## config.mk

```make
export PLATFORM = sky130hd
export DESIGN_NAME = hrd_front
export DESIGN_NICKNAME = d
export VERILOG_FILES = /design/src/rtl/hrd_pkg.sv /design/src/rtl/hrd_front.sv
export SDC_FILE = /design/constraint.sdc
export NUM_CORES = 1
export LEC_CHECK = 0
export BUFFER_PORTS_ARGS = -buffer_cell sky130_fd_sc_hd__buf_2
export CAP_MARGIN = 5
export CORE_MARGIN = 2
export CORE_UTILIZATION = 40
export CTS_CLUSTER_DIAMETER = 200
export DETAILED_ROUTE_END_ITERATION = 8
export GPL_TIMING_DRIVEN = 0
export PLACE_DENSITY_LB_ADDON = 0.3
export RECOVER_POWER = 100
export SLEW_MARGIN = 20
export SYNTH_ARGS = -nofsm -noshare
export SYNTH_HDL_FRONTEND = slang
export SYNTH_SLANG_ARGS = --single-unit
```

## constraint.sdc

```tcl
create_clock -name clock -period 7 [get_ports clock]
set_input_delay 1.4 -clock clock [delete_from_list [all_inputs] [get_ports clock]]
set_output_delay 1.4 -clock clock [all_outputs]
set_load 0.01 [all_outputs]
```

## src/rtl/hrd_pkg.sv

```systemverilog
// ----------------------------------------------------------------------------
// hrd_pkg
// Shared types and constants of the HID report descriptor parser.
// ----------------------------------------------------------------------------
`default_nettype none
package hrd_pkg;
   localparam int ReportIds       = 256;
   localparam int UsageDepth      = 64;
   localparam int FieldsPerReport = 16;
   localparam int NestDepth       = 16;
   localparam int RidW  = $clog2(ReportIds);
   localparam int UlW   = $clog2(UsageDepth);
   localparam int NestW = $clog2(NestDepth);
   localparam int FprW  = $clog2(FieldsPerReport + 1);
   localparam int FrTab = 2 * ReportIds;
   localparam int FrW   = $clog2(FrTab);

   typedef enum logic [4:0] {
      ST_FIELD = 5'd0, ST_NO_ID = 5'd1, ST_ID_HIGH = 5'd2, ST_FIELDS_FULL = 5'd3,
      ST_COLL_USAGES = 5'd4, ST_NOT_APP = 5'd5, ST_NESTING = 5'd6,
      ST_UNMATCHED = 5'd7, ST_MAIN_TAG = 5'd8, ST_SIZE = 5'd9, ST_PUSH_POP = 5'd10,
      ST_GLOBAL_TAG = 5'd11, ST_USAGES_FULL = 5'd12, ST_ZERO_USAGE = 5'd13,
      ST_USAGE_RANGE = 5'd14, ST_DELIMITER = 5'd15, ST_LOCAL_TAG = 5'd16,
      ST_LONG_ITEM = 5'd17, ST_OVERFLOW = 5'd18
   } status_type;

   typedef struct packed {
      logic [1:0]  item_type;
      logic [3:0]  tag;
      logic [2:0]  size;
      logic [31:0] value;
      logic        overflow;
      logic        last_byte;
   } item_type_s_type;

   typedef struct packed {
      logic [4:0]  status;
      logic        is_feature;
      logic [7:0]  report_number;
      logic [3:0]  field_slot;
      logic [31:0] root_usage;
      logic [31:0] usage_code;
      logic [31:0] logical_low;
      logic [31:0] logical_high;
      logic [5:0]  bits_per_control;
      logic [31:0] control_count;
      logic [1:0]  field_flags;
      logic        last_of_run;
   } result_type;

   localparam logic [3:0] MainInput = 4'h8, MainOutput = 4'h9, MainFeature = 4'hb,
      MainColl = 4'ha, MainEndColl = 4'hc;
   localparam logic [1:0] TypeMain = 2'd0, TypeGlobal = 2'd1, TypeLocal = 2'd2;
endpackage
`default_nettype wire

```

## src/rtl/hrd_front.sv

```systemverilog
// ----------------------------------------------------------------------------
// hrd_front
// Assembles short items from descriptor bytes and queues them.
// ----------------------------------------------------------------------------
`default_nettype none
module hrd_front (
   input  wire                      clock,
   input  wire                      reset,
   input  wire                      req_tvalid,
   output logic                     req_tready,
   input  wire  [7:0]               req_tdata,
   input  wire                      req_tlast,
   input  wire                      flush,
   output logic                     item_valid,
   input  wire                      item_ready,
   output hrd_pkg::item_type_s_type item_data
);
   import hrd_pkg::*;
   logic [7:0]  prefix_ff, prefix_in;
   logic [2:0]  pending_ff, pending_in;
   logic [31:0] acc_ff, acc_in;
   logic        skip_ff, skip_in;
   // two-entry queue
   item_type_s_type q_ff [2];
   logic [1:0]  cnt_ff;
   logic        rd_ff, wr_ff;
   logic        push;
   item_type_s_type pkt;
   logic [2:0]  sz;
   logic [1:0]  pos;

   assign req_tready = (cnt_ff != 2'd2);
   assign item_valid = (cnt_ff != 2'd0);
   assign item_data  = q_ff[rd_ff];

   always_comb begin
      prefix_in = prefix_ff; pending_in = pending_ff; acc_in = acc_ff;
      skip_in = skip_ff; push = 1'b0; pkt = '0;
      sz = (prefix_ff[1:0] == 2'd3) ? 3'd4 : {1'b0, prefix_ff[1:0]};
      pos = 2'(sz - pending_ff);
      if (req_tvalid && req_tready) begin
         if (!skip_ff) begin
            if (pending_ff == 3'd0) begin
               prefix_in = req_tdata;
               acc_in = '0;
               pending_in = (req_tdata[1:0] == 2'd3) ? 3'd4 : {1'b0, req_tdata[1:0]};
            end else begin
               acc_in = acc_ff | (32'(req_tdata) << {pos, 3'b000});
               pending_in = pending_ff - 3'd1;
            end
         end
         pkt.item_type = prefix_in[3:2];
         pkt.tag = prefix_in[7:4];
         pkt.size = (prefix_in[1:0] == 2'd3) ? 3'd4 : {1'b0, prefix_in[1:0]};
         pkt.value = acc_in;
         pkt.last_byte = req_tlast;
         pkt.overflow = (pending_in != 3'd0);
         push = !skip_ff && (pending_in == 3'd0 || req_tlast);
         if (req_tlast) begin
            prefix_in = '0; pending_in = '0; acc_in = '0; skip_in = 1'b0;
         end else if (push && pkt.item_type == 2'd3) begin
            skip_in = 1'b1;  // long item errors out; drop until end
         end
         if (skip_ff && req_tlast) begin
            push = 1'b1; pkt.item_type = TypeGlobal; pkt.tag = 4'h3; pkt.overflow = 1'b0;
         end
      end
      if (flush && !req_tlast) skip_in = 1'b1;
   end

   always_ff @(posedge clock) begin
      if (reset) begin
         prefix_ff <= '0; pending_ff <= '0; acc_ff <= '0; skip_ff <= 1'b0;
         cnt_ff <= '0; rd_ff <= 1'b0; wr_ff <= 1'b0;
      end else begin
         prefix_ff <= prefix_in; pending_ff <= pending_in; acc_ff <= acc_in;
         skip_ff <= skip_in;
         if (push) begin
            q_ff[wr_ff] <= pkt;
            wr_ff <= ~wr_ff;
         end
         if (item_valid && item_ready) rd_ff <= ~rd_ff;
         cnt_ff <= cnt_ff + 2'(push) - 2'(item_valid && item_ready);
      end
   end
endmodule
`default_nettype wire

```

==> impl_metrics.tcl <==
set metrics [dict create \
    antennaDiodeCount 0 \
    drc_errors 0 \
    ir_drop_v 0.000140 \
    numClockSinks 135 \
    regToRegSetupSlack_ns 2.95 \
    netlist.top_cell.by_area "edfxtp_1" \
    r2r_cells 10 \
    die-area_um2 15000 \
    cts_max_path_buffers 2 \
    synth_top_area_share_pct 46.0 \
    pre_cts_slack_ns 3.10 \
    hold_buffers 0 \
    cts_made_buffers 17 \
    grt_pass1_vias 3680 \
    port_buffers 53 \
    holdCritStartpoint "acc_ff[17]$_SDFFE_PP0P_" \
    grt_pass1_wl_mm 19.2 \
    antenna_left 0 \
    dp_hpwl_mm 8.47 \
    drtIter0Drc 268 \
    synth-edff-count 86 \
    slew-limit-headroom_pct 51.8 \
    drive_above_1_share_pct 15.1 \
    rr_startpoint "pending_ff[0]$_SDFFE_PP0P_" \
    post_cts_buffers 0 \
    cts_max_level 4 \
    required_ns 7.05 \
    root_buffer "clkbuf_16" \
    ys_warn_count 0 \
    synth_cells 462 \
    arrival_ns 4.64 \
    vias 3894 \
    synth_flop_cell "edfxtp_1" \
    ys_top_cells_by_count "88 x nor2_1, 86 x edfxtp_1, 49 x dfxtp_1" \
    synth.most_common_cell "nor2_1" \
    instances_no_fill 737 \
    maxSlewViolCount 0 \
    gp_congestion 0.816 \
    grt_max_degree 17 \
    hold_depth 2 \
    num_rows 43 \
    cts.repair.resized 0 \
    syn_nets 481 \
    pwr_density_cell_nw_per_um2 338 \
    core_area_um2 13800 \
    grt_use_total_pct 17.3 \
    rsz0062_at_grt "no" \
    insertion_delay_ns 0.42 \
    cts_tree "yes" \
    place_inst 705 \
    post_drt_wl_per_cell_um 16.8 \
    wl_mm 12.4 \
    whs_ns 0.513 \
    die-height_um 122 \
    reg2reg_to "q_ff[1][7]$_DFFE_PP_" \
    antenna_found_initial 0 \
    worstSetupEndpointType "flop" \
    fmax_mhz 218 \
    worst_pin_slew_ns 0.720 \
    min_period_over_period_pct 65.6 \
    critPathLaunchType "input port" \
    hold_path_end "acc_ff[17]$_SDFFE_PP0P_" \
    ys_ff_latch 135 \
    worst-path-max-fanout 10 \
    hold_viol_final 0 \
    finClkSkew_ns 0.0114 \
    setup_viol 0 \
    maxCapViolations 0 \
    path_clk_slew_ns 0.05 \
    die_width_um 122 \
    yosysUniqueCellTypes 38 \
    syn2layout_area_growth_pct 18.1 \
    seq_area_frac_synth_pct 63.5 \
    worstSetupPathType "input port to flop" \
    gr-total-overflow 0 \
    finalWorstSetupSlack_ns 2.41 \
    start_util_pct 40.8 \
    fillers 1279 \
    post_drt_via_cell_ratio 5.28 \
    synthesis.area_um2 5620 \
    leakage_nw 2.18 \
    avgSynthCellArea_um2 12.2 \
    nets 563 \
    drtPass1Iterations 5 \
    status "finished clean" \
    io_pins 59 \
    synth_area_leaders "edfxtp_1 46%, dfxtp_1 17%, mux2_2 8.6%" \
    hp-class "flop to flop" \
    ys_async_sr_fraction_pct 0 \
    min_period_ns 4.59 \
]
[power breakdown]
group | switching (W) | internal (W)
clock | 0.000318 | 0.000518
sequential | 0.0000189 | 0.000912
combinational | 0.000297 | 0.000175
[per-stage QoR]
step	setup TNS (ns)	total power [W]	util, %	instance area, um^2
detailed placement	0	0.00145	45.0	6200
CTS	0	0.00228	49.0	6750
floorplan	0	0.00128	-	5620
global route	0	0.00234	48.2	6630
finish	0	0.00224	48.2	6630
global placement	-83.92	0.00143	44.3	6110
[sequential cells by signal (all words and copies together) (netlist names), named ones only]
name	count
prefix_ff	8
rd_ff	1
skip_ff	1
q_ff	86
pending_ff	3
cnt_ff	2
wr_ff	1
acc_ff	32
[critical path: stages]
cell,delay (ns)
clkbuf_1,0.21
clkbuf_1,0.57
nand2_1,0.24
o31a_1,0.22
nor3b_1,0.58
clkbuf_1,0.54
clkbuf_1,0.39
clkbuf_1,0.46
[cells by family after synthesis]
kind of cell / share of synthesized area, %
AOI/OAI and AO/OA: 10.8
buffers and inverters: 2.43
xor gates and xnor gates: 0.936
muxes: 9.00
and+or+nand+nor: 12.3
adders and majority gates: 1.11
DFF: 63.5
[worst max-delay path by stage]
stage	start	endpoint	slack [ns]	depth (start not counted)
6_report	req_tlast	q_ff[1][7]$_DFFE_PP_	2.41	8
5_1_grt	req_tlast	q_ff[1][11]$_DFFE_PP_	2.18	8
4_1_cts	flop	item_data[19]	3.25	4
3_5_place_dp	req_tlast	q_ff[1][7]$_DFFE_PP_	3.10	8
3_3_place_gp	req_tlast	q_ff[1][7]$_DFFE_PP_	-1.17	5
2_1_floorplan	req_tdata[0]	q_ff[1][0]$_DFFE_PP_	1.15	5
[placed cells by master (no fill, tap or decap), drive strengths merged, types with 5 or more instances in the layout]
cell type and n:
a21oi 40, a22oi 43, buf 7, clkbuf 112
dfxtp 49, edfxtp 86, ha 5, inv 7
mux2 44, nand2 20, nand3 5, nor2 88
nor2b 6
[final cells by class]
| class | instances | area (um^2) | area share, % |
|---|---|---|---|
| Tap cell | 180 | 225 | 3.39 |
| Sequential cell | 135 | 3560 | 53.7 |
| Multi-Input combinational cell | 291 | 1910 | 28.8 |
| Inverter | 5 | 18.8 | 0.283 |
| Timing Repair Buffer | 63 | 245 | 3.70 |
| Clock buffer | 25 | 487 | 7.34 |
| Buffer | 31 | 116 | 1.75 |
| Clock inverter | 7 | 67.6 | 1.02 |
[routing by layer]
metal | share of wire, % | vias up | wire length [um] | GRT usage (%)
met1 | 45 | 1867 | 5560 | 22.6
met5 | 0 | - | 0 | 0
met2 | 47 | 155 | 5810 | 26.8
li1 | - | 1853 | - | -
met3 | 6.9 | 19 | 860 | 6.46
met4 | 1.4 | 0 | 174 | 5.53
Note: power is estimated with default switching activity, not from simulation.
